===== src/hdl/grpw_pkg.sv =====
// grpw_pkg: shared types and constants of the gray raster pixel writer
// no dependencies; imported by every module of the block

package grpw_pkg;

  localparam int ADDR_W      = 30;
  localparam int PITCH_W     = 14;
  localparam int DIM_W       = 12;
  localparam int BPP_W       = 6;
  localparam int GRAY_W      = 8;
  localparam int BYTE_W      = 8;
  localparam int CFG_IDX_W   = 3;
  localparam int BYTE_IDX_W  = 2;
  localparam int OUT_TDATA_W = 40;

  localparam int COORD_BITS_DEF  = 12;
  localparam int QUEUE_DEPTH_DEF = 4;

  // register indexes of the configuration port
  localparam logic [CFG_IDX_W-1:0] REG_BASE_ADDRESS   = 3'd0;
  localparam logic [CFG_IDX_W-1:0] REG_LINE_PITCH     = 3'd1;
  localparam logic [CFG_IDX_W-1:0] REG_FRAME_WIDTH    = 3'd2;
  localparam logic [CFG_IDX_W-1:0] REG_FRAME_HEIGHT   = 3'd3;
  localparam logic [CFG_IDX_W-1:0] REG_BITS_PER_PIXEL = 3'd4;

  localparam logic [ADDR_W-1:0]  BASE_RST   = '0;
  localparam logic [PITCH_W-1:0] PITCH_RST  = 14'd1024;
  localparam logic [DIM_W-1:0]   WIDTH_RST  = 12'd640;
  localparam logic [DIM_W-1:0]   HEIGHT_RST = 12'd480;
  localparam logic [BPP_W-1:0]   BPP_RST    = 6'd8;

  // supported depths
  localparam logic [BPP_W-1:0] BPP_8  = 6'd8;
  localparam logic [BPP_W-1:0] BPP_16 = 6'd16;
  localparam logic [BPP_W-1:0] BPP_24 = 6'd24;
  localparam logic [BPP_W-1:0] BPP_32 = 6'd32;

  localparam logic [BYTE_W-1:0] ALPHA_BYTE  = 8'hFF;
  localparam logic [BYTE_W-1:0] MARKER_BYTE = 8'h7F;

  typedef enum logic [2:0] {
    FMT_GRAY8  = 3'd0,
    FMT_RGB565 = 3'd1,
    FMT_BGR24  = 3'd2,
    FMT_BGRA32 = 3'd3,
    FMT_MARKER = 3'd4
  } pix_fmt_e;

  typedef struct packed {
    logic [ADDR_W-1:0]  base;
    logic [PITCH_W-1:0] pitch;
    logic [DIM_W-1:0]   width;
    logic [DIM_W-1:0]   height;
    logic [BPP_W-1:0]   bpp;
  } cfg_t;

  // one classified pixel waiting for its byte writes
  typedef struct packed {
    logic [ADDR_W-1:0] addr;
    logic [GRAY_W-1:0] gray;
    pix_fmt_e          fmt;
    logic              eof;
  } pix_cmd_t;

endpackage


===== src/hdl/grpw_front.sv =====
// grpw_front: accepts gray pixels, tracks raster position, classifies depth
// and forms the pixel start address; depends on grpw_pkg

module grpw_front import grpw_pkg::*; #(
  parameter int COORD_BITS = COORD_BITS_DEF
) (
  input  logic              clk_i,
  input  logic              rst_ni,
  input  cfg_t              cfg_i,
  input  logic              pix_valid_i,
  output logic              pix_ready_o,
  input  logic [GRAY_W-1:0] pix_gray_i,
  output logic              cmd_valid_o,
  input  logic              cmd_ready_i,
  output pix_cmd_t          cmd_o
);

  localparam int CmpW    = (COORD_BITS + 1 > DIM_W) ? COORD_BITS + 1 : DIM_W;
  localparam int LineMulW = PITCH_W + COORD_BITS;
  localparam int OffMulW  = COORD_BITS + 3;

  logic [COORD_BITS-1:0] col_q, col_d, row_q, row_d;
  logic [COORD_BITS:0]   col_inc, row_inc;
  logic                  line_end, frame_end, accept;

  logic                  a_valid_q, a_valid_d;
  logic [ADDR_W-1:0]     line_off_q, pix_off_q;
  logic [GRAY_W-1:0]     gray_q;
  pix_fmt_e              fmt_q, fmt_d;
  logic                  eof_q;

  logic [LineMulW-1:0]   line_prod;
  logic [OffMulW-1:0]    pix_prod;

  assign pix_ready_o = !a_valid_q || cmd_ready_i;
  assign accept      = pix_valid_i && pix_ready_o;

  assign col_inc   = {1'b0, col_q} + 1'b1;
  assign row_inc   = {1'b0, row_q} + 1'b1;
  assign line_end  = CmpW'(col_inc) >= CmpW'(cfg_i.width);
  assign frame_end = line_end && (CmpW'(row_inc) >= CmpW'(cfg_i.height));

  always_comb begin
    col_d = col_q;
    row_d = row_q;
    if (accept) begin
      if (line_end) begin
        col_d = '0;
        row_d = frame_end ? '0 : row_inc[COORD_BITS-1:0];
      end else begin
        col_d = col_inc[COORD_BITS-1:0];
      end
    end
  end

  always_comb begin
    case (cfg_i.bpp)
      BPP_8:   fmt_d = FMT_GRAY8;
      BPP_16:  fmt_d = FMT_RGB565;
      BPP_24:  fmt_d = FMT_BGR24;
      BPP_32:  fmt_d = FMT_BGRA32;
      default: fmt_d = FMT_MARKER;
    endcase
  end

  // byte offset into the line is column times bpp/8, rounded down, for every depth
  assign line_prod = LineMulW'(cfg_i.pitch) * LineMulW'(row_q);
  assign pix_prod  = OffMulW'(col_q) * OffMulW'(cfg_i.bpp[BPP_W-1:3]);

  always_comb begin
    a_valid_d = a_valid_q;
    if (accept) begin
      a_valid_d = 1'b1;
    end else if (cmd_ready_i) begin
      a_valid_d = 1'b0;
    end
  end

  always_ff @(posedge clk_i or negedge rst_ni) begin
    if (!rst_ni) begin
      col_q     <= '0;
      row_q     <= '0;
      a_valid_q <= 1'b0;
    end else begin
      col_q     <= col_d;
      row_q     <= row_d;
      a_valid_q <= a_valid_d;
    end
  end

  always_ff @(posedge clk_i) begin
    if (accept) begin
      line_off_q <= ADDR_W'(line_prod);
      pix_off_q  <= ADDR_W'(pix_prod);
      gray_q     <= pix_gray_i;
      fmt_q      <= fmt_d;
      eof_q      <= frame_end;
    end
  end

  assign cmd_valid_o = a_valid_q;
  assign cmd_o.addr  = cfg_i.base + line_off_q + pix_off_q;
  assign cmd_o.gray  = gray_q;
  assign cmd_o.fmt   = fmt_q;
  assign cmd_o.eof   = eof_q;

endmodule


===== src/hdl/grpw_fifo.sv =====
// grpw_fifo: short command queue between front and back
// depends on grpw_pkg for the command type

module grpw_fifo import grpw_pkg::*; #(
  parameter int DEPTH = QUEUE_DEPTH_DEF
) (
  input  logic     clk_i,
  input  logic     rst_ni,
  input  logic     push_valid_i,
  output logic     push_ready_o,
  input  pix_cmd_t push_data_i,
  output logic     pop_valid_o,
  input  logic     pop_ready_i,
  output pix_cmd_t pop_data_o
);

  localparam int PtrW = (DEPTH > 1) ? $clog2(DEPTH) : 1;
  localparam int CntW = $clog2(DEPTH + 1);
  localparam logic [PtrW-1:0] LastPtr = PtrW'(DEPTH - 1);
  localparam logic [CntW-1:0] FullCnt = CntW'(DEPTH);

  pix_cmd_t        mem_q [DEPTH];
  logic [PtrW-1:0] wr_ptr_q, wr_ptr_d, rd_ptr_q, rd_ptr_d;
  logic [CntW-1:0] cnt_q, cnt_d;
  logic            push, pop;

  assign push_ready_o = cnt_q != FullCnt;
  assign pop_valid_o  = cnt_q != '0;
  assign push         = push_valid_i && push_ready_o;
  assign pop          = pop_valid_o && pop_ready_i;
  assign pop_data_o   = mem_q[rd_ptr_q];

  always_comb begin
    wr_ptr_d = wr_ptr_q;
    rd_ptr_d = rd_ptr_q;
    cnt_d    = cnt_q;
    if (push) begin
      wr_ptr_d = (wr_ptr_q == LastPtr) ? '0 : wr_ptr_q + 1'b1;
    end
    if (pop) begin
      rd_ptr_d = (rd_ptr_q == LastPtr) ? '0 : rd_ptr_q + 1'b1;
    end
    if (push && !pop) begin
      cnt_d = cnt_q + 1'b1;
    end else if (pop && !push) begin
      cnt_d = cnt_q - 1'b1;
    end
  end

  always_ff @(posedge clk_i or negedge rst_ni) begin
    if (!rst_ni) begin
      wr_ptr_q <= '0;
      rd_ptr_q <= '0;
      cnt_q    <= '0;
    end else begin
      wr_ptr_q <= wr_ptr_d;
      rd_ptr_q <= rd_ptr_d;
      cnt_q    <= cnt_d;
    end
  end

  always_ff @(posedge clk_i) begin
    if (push) begin
      mem_q[wr_ptr_q] <= push_data_i;
    end
  end

endmodule


===== src/hdl/grpw_back.sv =====
// grpw_back: expands one queued pixel into its byte writes, one per cycle while
// the output is not stalled, into a registered output stage; depends on grpw_pkg

module grpw_back import grpw_pkg::*; (
  input  logic              clk_i,
  input  logic              rst_ni,
  input  logic              cmd_valid_i,
  output logic              cmd_ready_o,
  input  pix_cmd_t          cmd_i,
  output logic              out_valid_o,
  input  logic              out_ready_i,
  output logic [ADDR_W-1:0] out_addr_o,
  output logic [BYTE_W-1:0] out_byte_o,
  output logic              out_last_o,
  output logic              out_eof_o
);

  logic [BYTE_IDX_W-1:0] idx_q, idx_d, last_idx;
  logic                  load, is_last;
  logic [BYTE_W-1:0]     byte_d;
  logic [GRAY_W-1:0]     g;

  logic                  out_valid_q, out_valid_d;
  logic [ADDR_W-1:0]     out_addr_q;
  logic [BYTE_W-1:0]     out_byte_q;
  logic                  out_last_q, out_eof_q;

  assign g = cmd_i.gray;

  always_comb begin
    case (cmd_i.fmt)
      FMT_RGB565: last_idx = 2'd1;
      FMT_BGR24:  last_idx = 2'd2;
      FMT_BGRA32: last_idx = 2'd3;
      default:    last_idx = 2'd0;
    endcase
  end

  always_comb begin
    byte_d = g;
    case (cmd_i.fmt)
      FMT_RGB565: begin
        // low byte carries green low bits and blue, high byte red and green high
        byte_d = (idx_q == 2'd0) ? {g[4:2], g[7:3]} : {g[7:3], g[7:5]};
      end
      FMT_BGRA32: begin
        if (idx_q == 2'd3) begin
          byte_d = ALPHA_BYTE;
        end
      end
      FMT_MARKER: byte_d = MARKER_BYTE;
      default:    byte_d = g;
    endcase
  end

  assign load        = cmd_valid_i && (!out_valid_q || out_ready_i);
  assign is_last     = idx_q == last_idx;
  assign cmd_ready_o = load && is_last;

  always_comb begin
    idx_d = idx_q;
    if (load) begin
      idx_d = is_last ? '0 : idx_q + 1'b1;
    end
    out_valid_d = out_valid_q;
    if (load) begin
      out_valid_d = 1'b1;
    end else if (out_ready_i) begin
      out_valid_d = 1'b0;
    end
  end

  always_ff @(posedge clk_i or negedge rst_ni) begin
    if (!rst_ni) begin
      idx_q       <= '0;
      out_valid_q <= 1'b0;
    end else begin
      idx_q       <= idx_d;
      out_valid_q <= out_valid_d;
    end
  end

  always_ff @(posedge clk_i) begin
    if (load) begin
      out_addr_q <= cmd_i.addr + ADDR_W'(idx_q);
      out_byte_q <= byte_d;
      out_last_q <= is_last;
      out_eof_q  <= cmd_i.eof;
    end
  end

  assign out_valid_o = out_valid_q;
  assign out_addr_o  = out_addr_q;
  assign out_byte_o  = out_byte_q;
  assign out_last_o  = out_last_q;
  assign out_eof_o   = out_eof_q;

endmodule


===== src/hdl/gray_raster_pixel_writer.sv =====
// gray_raster_pixel_writer: top level with configuration registers,
// front, command queue and byte writer; depends on grpw_pkg and grpw_* modules
//
// Usage:
// - s_axis carries one 8-bit gray pixel per request in raster order. Each pixel
//   becomes one to four byte write requests on m_axis (address, byte, last of
//   pixel on tlast, end of frame on tuser) at base + pitch * row + column *
//   bytes per pixel.
// - Throughput: one byte write per cycle unless m_axis_tready stalls; a pixel is
//   one byte at 8 bpp and other depths, two at 16, three at 24 and four at 32 bpp;
//   the single-byte output register of the back end sets that rate.
// - The first byte of a pixel goes from the taken input request through the
//   front's register, a queue slot and then the output register to m_axis.
// - A queue of QUEUE_DEPTH pixels lets the front keep taking pixels while the
//   back end works or the receiver stalls; m_axis holds its request while
//   m_axis_tready is low and s_axis_tready drops once the queue and the front's register fill.
// - Configuration writes (cfg_we_i, cfg_idx_i, cfg_data_i) take effect at once
//   and must be made only while the block is idle; the block does not enforce it.
// - Reset clears the column and row counters to the frame's top left corner,
//   empties the queue and loads the register defaults (640x480, 8 bpp, pitch
//   1024, base 0).

module gray_raster_pixel_writer import grpw_pkg::*; #(
  parameter int COORD_BITS  = COORD_BITS_DEF,
  parameter int QUEUE_DEPTH = QUEUE_DEPTH_DEF
) (
  input  logic                   clk_i,
  input  logic                   rst_ni,
  input  logic                   cfg_we_i,
  input  logic [CFG_IDX_W-1:0]   cfg_idx_i,
  input  logic [ADDR_W-1:0]      cfg_data_i,
  input  logic                   s_axis_tvalid,
  output logic                   s_axis_tready,
  input  logic [GRAY_W-1:0]      s_axis_tdata,   // [7:0] gray_level
  output logic                   m_axis_tvalid,
  input  logic                   m_axis_tready,
  output logic [OUT_TDATA_W-1:0] m_axis_tdata,   // [29:0] byte_address, [37:30] byte_value
  output logic                   m_axis_tlast,   // last_of_pixel
  output logic                   m_axis_tuser    // end_of_frame
);

  cfg_t              cfg_q;
  logic              cmd_valid, cmd_ready, q_valid, q_ready;
  pix_cmd_t          cmd, q_cmd;
  logic [ADDR_W-1:0] out_addr;
  logic [BYTE_W-1:0] out_byte;

  always_ff @(posedge clk_i or negedge rst_ni) begin
    if (!rst_ni) begin
      cfg_q.base   <= BASE_RST;
      cfg_q.pitch  <= PITCH_RST;
      cfg_q.width  <= WIDTH_RST;
      cfg_q.height <= HEIGHT_RST;
      cfg_q.bpp    <= BPP_RST;
    end else if (cfg_we_i) begin
      case (cfg_idx_i)
        REG_BASE_ADDRESS:   cfg_q.base   <= cfg_data_i;
        REG_LINE_PITCH:     cfg_q.pitch  <= cfg_data_i[PITCH_W-1:0];
        REG_FRAME_WIDTH:    cfg_q.width  <= cfg_data_i[DIM_W-1:0];
        REG_FRAME_HEIGHT:   cfg_q.height <= cfg_data_i[DIM_W-1:0];
        REG_BITS_PER_PIXEL: cfg_q.bpp    <= cfg_data_i[BPP_W-1:0];
        default: ;
      endcase
    end
  end

  grpw_front #(
    .COORD_BITS(COORD_BITS)
  ) u_front (
    .clk_i      (clk_i),
    .rst_ni     (rst_ni),
    .cfg_i      (cfg_q),
    .pix_valid_i(s_axis_tvalid),
    .pix_ready_o(s_axis_tready),
    .pix_gray_i (s_axis_tdata),
    .cmd_valid_o(cmd_valid),
    .cmd_ready_i(cmd_ready),
    .cmd_o      (cmd)
  );

  grpw_fifo #(
    .DEPTH(QUEUE_DEPTH)
  ) u_fifo (
    .clk_i       (clk_i),
    .rst_ni      (rst_ni),
    .push_valid_i(cmd_valid),
    .push_ready_o(cmd_ready),
    .push_data_i (cmd),
    .pop_valid_o (q_valid),
    .pop_ready_i (q_ready),
    .pop_data_o  (q_cmd)
  );

  grpw_back u_back (
    .clk_i      (clk_i),
    .rst_ni     (rst_ni),
    .cmd_valid_i(q_valid),
    .cmd_ready_o(q_ready),
    .cmd_i      (q_cmd),
    .out_valid_o(m_axis_tvalid),
    .out_ready_i(m_axis_tready),
    .out_addr_o (out_addr),
    .out_byte_o (out_byte),
    .out_last_o (m_axis_tlast),
    .out_eof_o  (m_axis_tuser)
  );

  assign m_axis_tdata = {{(OUT_TDATA_W - ADDR_W - BYTE_W){1'b0}}, out_byte, out_addr};

endmodule

===== config.mk =====
export PLATFORM = sky130hd
export DESIGN_NAME = gray_raster_pixel_writer
export DESIGN_NICKNAME = d
export VERILOG_FILES = /design/src/hdl/grpw_pkg.sv /design/src/hdl/grpw_front.sv /design/src/hdl/grpw_fifo.sv /design/src/hdl/grpw_back.sv /design/src/hdl/gray_raster_pixel_writer.sv
export SDC_FILE = /design/constraint.sdc
export NUM_CORES = 1
export LEC_CHECK = 0
export BUFFER_PORTS_ARGS = -buffer_cell sky130_fd_sc_hd__buf_2
export CAP_MARGIN = 20
export CORE_MARGIN = 2
export CORE_UTILIZATION = 50
export DETAILED_ROUTE_END_ITERATION = 8
export GPL_TIMING_DRIVEN = 1
export PLACE_DENSITY_LB_ADDON = 0.25
export SLEW_MARGIN = 20
export SYNTH_ARGS = -nofsm -noshare
export SYNTH_HDL_FRONTEND = slang
export SYNTH_SLANG_ARGS = --single-unit

===== constraint.sdc =====
create_clock -name clk_i -period 5.55 [get_ports clk_i]
set_clock_uncertainty 0.1 [all_clocks]
set_input_delay 0.2775 -clock clk_i [delete_from_list [all_inputs] [get_ports clk_i]]
set_output_delay 0.2775 -clock clk_i [all_outputs]
set_load 0.01 [all_outputs]

Yosys cells after proc, flatten, opt, wreduce, memory -nomap -nowiden:

Memory sizes are Yosys's and may differ from the RTL's.
Cells that the tools add are included.

* register bits after elaboration: 202
* latch bits: 0
* memory bits (writable): 168
* ROM bits: 0
* output and inout bits: 44
* memories: 1

* add/subtract/negate cells: 10
* $mul: 2
* divide/modulo/power cells: 0
* $lt $le $gt $ge: 2
* equal/unequal tests: 17
* shift-type cells: 0
* mux-type cells: 18
* bitwise operators: 0
* reduce and logical (&&, ||, !) cells: 26

Memory list
* u_fifo.mem_q: depth 4, bits a word 42, read ports 1, clocked after Yosys merged registers in 0, wr ports 1, RTL line grpw_fifo.sv:22 `pix_cmd_t mem_q [DEPTH];`

Operator list (number)
* 30-bit by 15-bit adder with 30-bit output: 1
* 30-bit by 2-bit adder with 30-bit output: 1
* 30-bit by 26-bit adder with 30-bit output: 1
* 12-bit by 1-bit adder with 13-bit output (second input constant): 2
* 13-bit by 12-bit greater-or-equal comparator with 1-bit output: 2
* 14-bit by 12-bit multiplier with 26-bit output: 1
* 12-bit two-way mux: 2
* 8-bit case mux with 3 select lines: 1
* 8-bit two-way mux: 2
* 12-bit by 3-bit multiplier with 15-bit output: 1
* 3-bit by 2-bit == test with 1-bit output (second input constant): 4
* 6-bit by 5-bit == test with 1-bit output (second input constant): 2
* 3-bit case mux with 4 select lines: 1
* 2-bit AND reduction: 6
* 1-bit logical AND: 8
* 2-bit by 1-bit adder with 2-bit output (second input constant): 3
* 2-bit == test (second input constant): 3
* 3-bit by 1-bit == test with 1-bit output (second input constant): 2
* 3-bit == test (second input constant): 2
* 6-bit by 4-bit == test with 1-bit output (second input constant): 1
* 6-bit == test (second input constant): 1
* 1-bit two-way mux: 6
* 2-bit two-way mux: 3
* 3-bit two-way mux: 2
* other kinds (11): 17

Longest topological paths before layout:

Gate-level depths: netlist (run 1).
An unclocked memory read counts as a cell.

* word-level depth: 9
* depth in mapped cells: 21
* depth with buffers taken out: 19

Hierarchy:

A second synthesis (run 1) with hierarchy kept.

* cells, all modules: 1986
* area total of the unflattened synthesis: 23790.3 um^2

By module, submodules not included
* grpw_front: instances 1, cells an instance 1363, area an instance 12022.8 um^2, seq. area each 2217.1 um^2
* grpw_fifo: instances 1, cells an instance 257, area an instance 6558.8 um^2, seq. area each 5220.0 um^2
* gray_raster_pixel_writer: instances 1, cells an instance 164, area an instance 2890.3 um^2, seq. area each 1861.8 um^2
* grpw_back: instances 1, cells an instance 202, area an instance 2318.5 um^2, seq. area each 1276.2 um^2

Worst setup path before layout (run 1):

OpenSTA, ideal clock, no wires.

* path kind: reg2reg
* start: reg u_front.row_q[5]
* end: reg u_front.line_off_q[25], data pin
* library setup time: 268 ps
* arrival: 5542 ps
* required time: 5182 ps
* slack: -360 ps
* cell stages (with the launch flop): 22
* buffers on the path: 2
* cell sequence: dfrtp_1 clkbuf_1 clkbuf_1 nand2_1 fa_1 inv_1 fa_1 inv_1 fa_1 inv_1 fa_1 inv_1 fa_1 inv_1 ha_1 a2111oi_0 o21ai_0 a32oi_1 nor2_1 a22o_1 o41ai_1 xnor2_1

* word-level cells in the longest chain between the ends: 1

Ends and longest elaborated chain
* start: declaration: RTL line grpw_front.sv:22 `logic [COORD_BITS-1:0] col_q, col_d, row_q, row_d;`
* start signal: assignment: RTL line grpw_front.sv:86 `row_q <= row_d;`
* 14-bit by 12-bit multiplier with 26-bit output: RTL line grpw_front.sv:67 `assign line_prod = LineMulW'(cfg_i.pitch) * LineMulW'(row_q);`
* via u_front.line_prod[25]: RTL line grpw_front.sv:32 `logic [LineMulW-1:0] line_prod;`
* end signal: assignment: RTL line grpw_front.sv:93 `line_off_q <= ADDR_W'(line_prod);`
* end: declaration: RTL line grpw_front.sv:27 `logic [ADDR_W-1:0] line_off_q, pix_off_q;`

The timed path passes the listed nets, and every way through them passes these cells.
A chain may end at the register's enable or synchronous reset.

Worst setup path after layout (run 1):

* start: reg u_front.row_q[8]
* end: reg u_front.line_off_q[25], data pin

The elaborated chain is that of the path after synthesis.

==> flow_metrics.py, run 1 <==
metrics = {
    "sta": {
        "drv_slew": 0,
        "fin_crit_sh_pct": 99.9,
        "worstMarginPinSlew_ns": 1.05,
        "setup_viol": 0,
        "timing.fmax_mhz": 180,
        "layout_setup_ws_ns": 0.00606,
        "hold_viol_final": 0,
        "fin_tns_setup_ns": 0,
        "fin_crit_ns": 5.54,
        "rsz0062_at_grt": "true",
        "maxSlewHeadroom_pct": 29.5,
    },
    "floorplanning": {
        "core_mm2": 0.0465,
        "io_pins": 90,
        "fp.dieW_um": 221,
        "dieArea_mm2": 0.0488,
        "die_h_um": 221,
        "start_util_pct": 50.6,
        "fp-row-count": 79,
    },
    "cts": {
        "cts_buffer_depth": 3,
        "cts_made_buffers": 41,
        "clk_latency_ns": 0.57,
        "clock-sinks": 370,
        "htreeDepth": 2,
        "root_buffer": "clkbuf_16",
        "clk_pin_slew_ns": 0.06,
        "cts_tree": "built",
    },
    "setup_path": {
        "cp.depth": 19,
        "regToRegSetupSlack_ns": 0.006,
        "path_max_fanout": 5,
        "crit_top_cell": "fa_1",
        "end_kind": "flop",
        "worstPathCellList": "buf_4 > and2_1 > fa_1 > inv_1 > fa_1 > inv_1 > fa_1 > inv_1 > fa_1 > fa_1 > inv_1 > ha_1 > and4_1 > and2_1 > a32oi_2 > nor2_2 > a22o_1 > o41ai_2 > xnor2_1",
        "setup.worst_path.start_class": "flop",
        "rr_worst_depth": 19,
        "critical_path_arrival_ns": 5.75,
        "r2r-start": "u_front.row_q[8]",
        "cp-endpoint": "u_front.line_off_q[25]",
        "rr_endpoint": "u_front.line_off_q[25]",
        "crit_type": "reg2reg",
        "slowest_delay_ns": 0.54,
        "critPathSlowestCell": "fa_1",
        "worst-path-buf-inv": 5,
        "crit_start": "u_front.row_q[8]",
        "cpLargestDelayFamily": "adder cells",
        "cp.required_ns": 5.75,
    },
    "detailed_routing": {
        "drt_first_pass_iters": 5,
        "via_per_inst": 5.35,
        "drt-initial-drc-count": 845,
        "drt.antenna.violating_nets": 0,
        "wl_per_cell_um": 17.6,
        "vias": 14900,
        "drt_wl_total_um": 49200,
        "drc_errors": 0,
    },
    "logic_synthesis": {
        "synth_seq_cells": 370,
        "synth_cell_types": 78,
        "yosysMostFrequentCell": "edfxtp_1",
        "seq_area_frac_synth_pct": 45.0,
        "synth-main-ff-cell": "edfxtp_1",
        "syn-instance-count": 1983,
        "synth-edff-count": 261,
        "synth.cell_area_mm2": 0.0235,
        "syn_area_per_cell_um2": 11.9,
        "synthTopCellsByArea": "edfxtp_1, fa_1, dfrtp_1",
        "synth_common_cells": "edfxtp_1, nand2_1, inv_1",
        "yosys_warnings": 0,
        "netlist.area_leader.share_pct": 33.3,
        "synth_largest_area_cell": "edfxtp_1",
        "synthArstFlopShare_pct": 29.5,
    },
    "layout": {
        "multiInputGateArea_mm2": 0.0119,
        "num_antenna_cells": 0,
        "layout.nets": 2495,
        "final_cells": 2789,
        "drive_gt1_share_pct": 17.6,
        "register_area_mm2": 0.0106,
        "fin_util_pct": 58.0,
        "area_growth_pct": 14.5,
        "fillerInstances": 3811,
    },
    "grt": {
        "grt_use_met3_pct": 2.52,
        "top_usage_layer": "met2",
        "grt_max_degree": 63,
        "grt_overflow": 0,
        "met2_usage_pct": 35.1,
        "antenna_found_initial": 3,
        "grtUsageTotal_pct": 20.6,
        "use_met1_pct": 27.7,
        "grt_pass1_vias": 15800,
        "grt_pass1_wl_um": 81000,
    },
    "pwr": {
        "ir_drop_v": 0.000380,
        "power.static_leakage_nw": 11.8,
        "power.density_mw_per_mm2": 499,
    },
    "min_path": {
        "hold_depth": 3,
        "hold_class": "in2reg",
    },
    "place": {
        "pre_cts_slack_ns": -0.208,
        "place_hpwl_um": 35700,
        "io_buffers": 87,
        "gp_congestion": 0.856,
        "dp_cells": 2664,
    },
    "job": {
        "maxCapViolations": 0,
    },
    "outcome": {
        "outcome": "finished clean",
    },
}
==> through the flow <==
stage / hold slack (ns) / instance area [um2] / power, W
3_3_place_gp: 0.223 / 24900 / 0.0103
3_5_place_dp: 0.233 / 24900 / 0.0106
5_1_grt: 0.0315 / 26900 / 0.0144
6_report: 0.0426 / 26900 / 0.0134
4_1_cts: 0.0117 / 26800 / 0.0135
2_1_floorplan: -0.118 / 23600 / 0.00905
==> state kept, by name (all words and copies together), names as in the netlist <==
signal               cells
u_back.out_eof_o         1
u_fifo.wr_ptr_q          2
u_fifo.rd_ptr_q          2
u_back.out_byte_o        8
u_fifo.cnt_q             3
u_back.out_last_o        1
u_fifo.mem_q           168
u_back.out_valid_o       1
u_front.col_q           12
u_front.fmt_q            3
u_back.idx_q             2
u_front.eof_q            1
u_back.out_addr_o       30
cfg_q                   74
u_front.line_off_q      26
u_front.pix_off_q       15
u_front.gray_q           8
u_front.row_q           12
u_front.cmd_valid_o      1
==> worst min-delay path: stages <==
cell and delay [ns]:
buf_2 0.20, nand2_1 0.08, o21ai_0 0.08
==> layout by cell type, fill, tap and decap left out, types with 65 or more instances in the layout <==
cell type | synthesis | layout
and2_1 | 83 | 78
buf_2 | 9 | 86
buf_4 | 2 | 77
dfrtp_1 | 101 | 92
edfxtp_1 | 261 | 261
fa_1 | 149 | 148
ha_1 | 151 | 147
inv_1 | 230 | 226
nand2_1 | 246 | 246
nor2_1 | 67 | 65
xnor2_1 | 73 | 73
==> per-layer routing <==
layer  part of all wire [%]  vias up
met5                      0        -
met4                    2.4        0
met3                    3.5       72
met2                     49      264
met1                     45     7429
li1                       -     7143
==> cell families (layout without fill, tap and decap cells) <==
logic type	Yosys count	count (layout)	synth area share (%)
AND/OR/NAND/NOR	539	539	11.0
flip-flops	370	370	45.0
buffers and inverters	313	511	5.28
adder cells (fa/ha/maj)	300	300	20.7
AO/OA/AOI/OAI	248	248	6.76
multiplexers	109	109	7.41
XOR/XNOR	103	103	3.84
other	1	2	0.0159
==> where the power goes <==
| part | switching (W) | leakage, nW | internal, W |
|---|---|---|---|
| sequential | 0.000471 | 3.78 | 0.00458 |
| combinational | 0.00321 | 7.28 | 0.00230 |
| clock | 0.00111 | 0.700 | 0.00175 |
==> layout make-up <==
type	instances	share of cell area [%]
clock buffer	58	4.31
tap	607	2.82
timing repair buffer	205	5.30
clock inverter	18	1.05
multi-input combinational	1301	44.0
inverter	230	3.21
sequential	370	39.3
==> how the worst min path moves through the flow <==
stage / start / to / slack [ns]
5_1_grt: cfg_data_i[4] / cfg_q[22] / 0.03
2_1_floorplan: rst_ni / cfg_q[0] / -0.12
3_3_place_gp: rst_ni / cfg_q[41] / 0.22
6_report: cfg_data_i[4] / cfg_q[22] / 0.04
4_1_cts: cfg_data_i[4] / cfg_q[22] / 0.01
3_5_place_dp: rst_ni / cfg_q[41] / 0.23
==> repair_timing <==
| item | 4_1_cts | 5_1_grt |
|---|---|---|
| gates resized for setup | 7 | 26 |
| pin swaps | 2 | 25 |
| endpoints found under the setup margin | 3 | 4 |
| endpoints found under the hold margin | 80 | 0 |
| setup buffers | 0 | 9 |
| hold buffers | 40 | 0 |
No activity file was read; power rests on OpenSTA's default activity.
==> inputs of run 2 (changes only) <==
--- a/config.mk
+++ b/config.mk
@@ -9,6 +9,7 @@
 export CAP_MARGIN = 20
 export CORE_MARGIN = 2
 export CORE_UTILIZATION = 50
+export CTS_BUF_LIST = sky130_fd_sc_hd__clkbuf_2
 export DETAILED_ROUTE_END_ITERATION = 8
 export GPL_TIMING_DRIVEN = 1
 export PLACE_DENSITY_LB_ADDON = 0.25
==> run 2 against run 1 <==
Compared with the run above: global-route usage grew 0.97 points; first-iteration DRC count shrank 11%; combinational power grew 1%; power shrank 6.5%; sequential share of layout area shrank 0.32 points; die area is the same; highest routed layer unchanged; sequential power is essentially flat; wire length grew 4.1%; largest power group unchanged.
==> flow_metrics.py, run 2 (synthesis gave the netlist of run 1 again) <==
metrics = {
    "outcome": {
        "outcome": "finished clean",
    },
    "floorplanning": {
        "die_h_um": 221,
        "fp.dieW_um": 221,
        "dieArea_mm2": 0.0488,
        "io_pins": 90,
        "start_util_pct": 50.6,
        "core_mm2": 0.0465,
        "fp-row-count": 79,
    },
    "layout": {
        "register_area_mm2": 0.0106,
        "multiInputGateArea_mm2": 0.0118,
        "top_register": "u_fifo.mem_q",
        "final_cell_mix": "edfxtp_1, nand2_1, inv_1",
        "layout.nets": 2623,
        "fin_util_pct": 58.4,
        "area_growth_pct": 15.4,
        "largest_reg_flops": 168,
        "drive_gt1_share_pct": 19.7,
        "layout_commonest_cell": "edfxtp_1",
        "fillerInstances": 3905,
        "design_area_mm2": 0.0271,
    },
    "sta": {
        "setup_viol": 0,
        "drv_slew": 0,
        "maxSlewHeadroom_pct": 32.7,
        "timing.fmax_mhz": 183,
        "hold_viol_final": 0,
        "fin_crit_sh_pct": 98.3,
        "worstMarginPinSlew_ns": 1.00,
        "fin_crit_ns": 5.45,
        "rsz0062_at_grt": "true",
    },
    "setup_path": {
        "critPathSlowestCell": "fa_1",
        "end_kind": "flop",
        "crit_top_cell": "fa_1",
        "path_max_fanout": 16,
        "cp.required_ns": 6.31,
        "crit_type": "reg2reg",
        "critical_path_arrival_ns": 6.21,
        "slowest_delay_ns": 0.54,
        "setup.worst_path.start_class": "flop",
        "rr_worst_depth": 18,
        "worstPathCellList": "buf_4 > nand2_1 > fa_1 > inv_1 > fa_1 > inv_1 > fa_1 > fa_1 > fa_1 > inv_1 > ha_1 > and4_1 > and2_1 > a32oi_2 > nor2_2 > a22o_1 > o41ai_2 > xnor2_1",
    },
    "detailed_routing": {
        "drt.antenna.violating_nets": 0,
        "drt_first_pass_iters": 5,
        "vias": 15500,
        "wl_per_cell_um": 17.3,
        "drc_errors": 0,
        "via_per_inst": 5.25,
        "drt-initial-drc-count": 752,
        "drt_wl_total_um": 51200,
    },
    "place": {
        "place_hpwl_um": 35700,
        "gp_congestion": 0.856,
        "io_buffers": 87,
        "place_area_mm2": 0.0249,
    },
    "pwr": {
        "ir_drop_v": 0.000302,
        "power.density_mw_per_mm2": 462,
        "power.static_leakage_nw": 12.1,
    },
    "grt": {
        "grt_pass1_wl_um": 84300,
        "grt_pass1_vias": 16700,
        "grt_overflow": 0,
        "grtUsageTotal_pct": 21.6,
        "antenna_found_initial": 5,
        "grt_max_degree": 63,
    },
    "cts": {
        "htreeDepth": 3,
        "cts_tree": "built",
        "root_buffer": "clkbuf_2",
        "clk_latency_ns": 1.08,
        "cts_buffer_depth": 3,
        "cts_made_buffers": 94,
        "clk_pin_slew_ns": 0.12,
        "clock-sinks": 370,
    },
    "min_path": {
        "hold_depth": 3,
        "hold_class": "in2reg",
    },
    "job": {
        "maxCapViolations": 0,
    },
}
[run 2: cell types whose count changed in the layout (fill, tap and decap cells not counted), sizes merged]
cell / before / now
bufinv: 6 / 3
clkbuf: 59 / 132
buf: 164 / 162
diode: 0 / 3
dlygate4sd3: 40 / 118
clkinv: 9 / 28
inv: 232 / 233
[run 2: power by group]
part	leakage (nW)	internal, W	switching (W)
Combinational	7.62	0.00236	0.00322
Sequential	3.78	0.00457	0.000471
Clock	0.665	0.000794	0.00114
Total	12.1	0.00772	0.00483
[run 2: final timing paths]
| path | from | to | slack [ns] |
|---|---|---|---|
| min reg2reg | u_front.gray_q[2] | u_fifo.mem_q[1][6] | 0.40 |
| max in group asynchronous | rst_ni | u_fifo.rd_ptr_q[0] | 4.40 |
| min | cfg_data_i[5] | cfg_q[35] | 0.11 |
| min in group asynchronous | rst_ni | u_front.row_q[9] | 0.27 |
| max reg2reg | u_front.row_q[4] | u_front.line_off_q[25] | 0.1 |
| max | u_front.row_q[4] | u_front.line_off_q[25] | 0.1 |
[run 2: layout make-up]
cell class	count	share of cell area, %
tap	607	2.80
timing repair buffer	280	8.12
clock buffer	132	2.43
sequential	370	39.0
antenna	3	0.0277
clock inverter	35	0.871
inverter	230	3.18
multi-input combinational	1301	43.6
[run 2: per-layer routing]
layer | part of all wire [%] | wire length, um | GRT usage (%)
met1 | 44 | 22500 | 27.8
met2 | 49 | 25000 | 36.3
met3 | 4.0 | 2050 | 4.22
met4 | 3.2 | 1630 | 7.99
met5 | 0 | 0 | 0
[run 2: per-stage QoR]
stage / setup slack, ns / setup TNS (ns) / hold slack (ns) / power [W] / std cells
2_1_floorplan: 0.00605 / 0 / -0.118 / 0.00905 / 1984
3_3_place_gp: -0.0431 / -0.0431 / 0.223 / 0.0103 / 2664
3_5_place_dp: -0.208 / -0.243 / 0.233 / 0.0106 / 2664
4_1_cts: 0.00416 / 0 / 0.00168 / 0.0126 / 2950
5_1_grt: -0.124 / -0.226 / -0.00424 / 0.0136 / 2957
6_report: 0.0952 / 0 / 0.107 / 0.0126 / 2958
[run 2: worst max-delay path, delay by kind of cell (launching register included)]
kind                     cells  cell delay (ns)
buffers and inverters        4             0.38
AO/OA/AOI/OAI                3             0.83
XOR/XNOR                     1             0.10
adder cells (fa/ha/maj)      6             2.90
flip-flops                   1             0.36
AND/OR/NAND/NOR              4             0.57
[run 2: timing repair]
action	CTS	global route
pin swaps	2	3
hold buffers	119	0
buffers inserted	0	5
setup endpoints to repair	3	7
hold endpoints to repair	251	0
resized for setup	5	26
==> inputs of run 3 (changes only) <==
--- a/config.mk
+++ b/config.mk
@@ -13,6 +13,7 @@
 export DETAILED_ROUTE_END_ITERATION = 8
 export GPL_TIMING_DRIVEN = 1
 export PLACE_DENSITY_LB_ADDON = 0.25
+export SETUP_SLACK_MARGIN = 0.3
 export SLEW_MARGIN = 20
 export SYNTH_ARGS = -nofsm -noshare
 export SYNTH_HDL_FRONTEND = slang
==> run 3 against run 2 <==
Compared with the run above: wire length increased by 0.12%; final cell count increased by 1.1%; power increased by 0.24%; fmax decreased by 0.94%; count of clock-buffer cells in the layout increased by 12; sequential power about the same; worst setup slack got worse by 0.052 ns; die area unchanged; largest power group unchanged.
==> flow_metrics.py, run 3 (synthesis gave the netlist of run 1 again) <==
metrics = {
    "cts": {
        "root_buffer": "clkbuf_2",
        "cts_made_buffers": 97,
        "clock-sinks": 370,
        "clk_latency_ns": 1.09,
        "htreeDepth": 3,
        "cts_buffer_depth": 3,
        "clk_pin_slew_ns": 0.10,
        "cts_tree": "built",
    },
    "place": {
        "place_area_mm2": 0.0250,
        "io_buffers": 87,
        "gp_congestion": 0.858,
        "place_hpwl_um": 35400,
        "pre_cts_slack_ns": 0.00279,
    },
    "setup_path": {
        "r2r-start": "cfg_q[35]",
        "critical_path_arrival_ns": 6.13,
        "cp.required_ns": 6.17,
        "path_max_fanout": 7,
        "end_kind": "flop",
        "crit_start": "cfg_q[35]",
        "crit_type": "reg2reg",
        "setup.worst_path.start_class": "flop",
    },
    "sta": {
        "hold_ws_ns": 0.138,
        "drv_slew": 0,
        "hold_viol_final": 0,
        "worstMarginPinSlew_ns": 0.975,
        "fin_crit_ns": 5.51,
        "setup_viol": 0,
        "rsz0062_at_grt": "true",
        "fin_crit_sh_pct": 99.2,
        "layout_setup_ws_ns": 0.0432,
        "timing.fmax_mhz": 182,
        "maxSlewHeadroom_pct": 34.5,
    },
    "layout": {
        "area_growth_pct": 17.3,
        "multiInputGateArea_mm2": 0.0120,
        "top_register": "u_fifo.mem_q",
        "layout.nets": 2643,
        "final_cell_mix": "edfxtp_1, nand2_1, inv_1",
        "layout_commonest_cell": "edfxtp_1",
        "drive_gt1_share_pct": 22.3,
        "design_area_mm2": 0.0276,
        "register_area_mm2": 0.0106,
        "fin_util_pct": 59.4,
        "largest_reg_flops": 168,
        "fillerInstances": 3804,
    },
    "pwr": {
        "power_w": 0.0126,
        "power.static_leakage_nw": 12.2,
        "power.density_mw_per_mm2": 456,
        "ir_drop_v": 0.000324,
    },
    "detailed_routing": {
        "via_per_inst": 5.25,
        "drt_wl_total_um": 51300,
        "drt-initial-drc-count": 713,
        "vias": 15700,
        "drt_first_pass_iters": 5,
        "drt.antenna.violating_nets": 0,
        "drc_errors": 0,
        "wl_per_cell_um": 17.1,
    },
    "floorplanning": {
        "die_h_um": 221,
        "io_pins": 90,
        "fp.dieW_um": 221,
        "fp-row-count": 79,
        "core_mm2": 0.0465,
        "dieArea_mm2": 0.0488,
        "start_util_pct": 50.6,
    },
    "grt": {
        "grt_max_degree": 67,
        "grtUsageTotal_pct": 21.5,
        "grt_overflow": 0,
        "antenna_found_initial": 4,
        "grt_pass1_wl_um": 83700,
        "grt_pass1_vias": 16500,
    },
    "job": {
        "maxCapViolations": 0,
    },
    "min_path": {
        "hold_class": "in2reg",
        "worstHoldStart": "cfg_data_i[3]",
    },
    "outcome": {
        "outcome": "finished clean",
    },
}
## run 3: report_power, final
group,total (W),internal [W],switching [W]
logic,0.00561,0.00239,0.00322
clock network,0.00191,0.000764,0.00115
registers,0.00506,0.00457,0.000488
total,0.0126,0.00772,0.00486
## run 3: through the flow
stage,cells,TNS [ns]
2_1_floorplan,1984,0
3_3_place_gp,2665,0
3_5_place_dp,2665,0
4_1_cts,2980,0
5_1_grt,2991,-0.327
6_report,2991,0
## run 3: area by class of cell
| cell class | count | area share (%) |
|---|---|---|
| clock inverter | 40 | 0.767 |
| antenna | 2 | 0.0181 |
| inverter | 230 | 3.13 |
| multi-input combinational | 1301 | 43.6 |
| timing repair buffer | 297 | 8.70 |
| sequential | 370 | 38.4 |
| clock buffer | 144 | 2.61 |
| tap | 607 | 2.75 |
## run 3: layer usage
layer  global-route usage [%]  share of wire (%)  vias to the layer above
met5                        0              0.033                        -
met4                     7.30                2.6                        2
met3                     4.49                4.6                       98
met2                     36.4                 49                      326
met1                     27.6                 44                     7761
li1                         -                  -                     7506
## run 3: path summary, 6_finish.rpt
path | slack [ns] | cells after the start | endpoint
max reg2reg | 0.04 | 19 | u_front.line_off_q[25]
max in group asynchronous | 4.14 | 4 | cfg_q[32]
min reg2reg | 0.38 | 0 | u_fifo.mem_q[2][3]
min | 0.14 | 3 | cfg_q[9]
max | 0.04 | 19 | u_front.line_off_q[25]
min in group asynchronous | 0.20 | 4 | cfg_q[43]
## run 3: what timing repair did
| item | 4_1_cts | 5_1_grt |
|---|---|---|
| hold endpoints to repair | 240 | 0 |
| pin swaps | 21 | 17 |
| hold buffers | 122 | 0 |
| setup endpoints to repair | 6 | 11 |
| resized for setup | 41 | 37 |
| setup buffers | 9 | 9 |
## run 3: critical path, cell delays in order, from the launching register on
cell      delay [ns]
dfrtp_1         0.42
buf_6           0.15
and2_4          0.14
fa_1            0.56
inv_2           0.05
fa_1            0.52
inv_1           0.05
fa_1            0.45
fa_1            0.51
inv_2           0.04
fa_2            0.56
inv_2           0.05
ha_4            0.23
a211oi_2        0.18
nor2_1          0.07
o41a_1          0.33
a21o_1          0.18
a22o_1          0.20
o41ai_2         0.24
xnor2_1         0.13
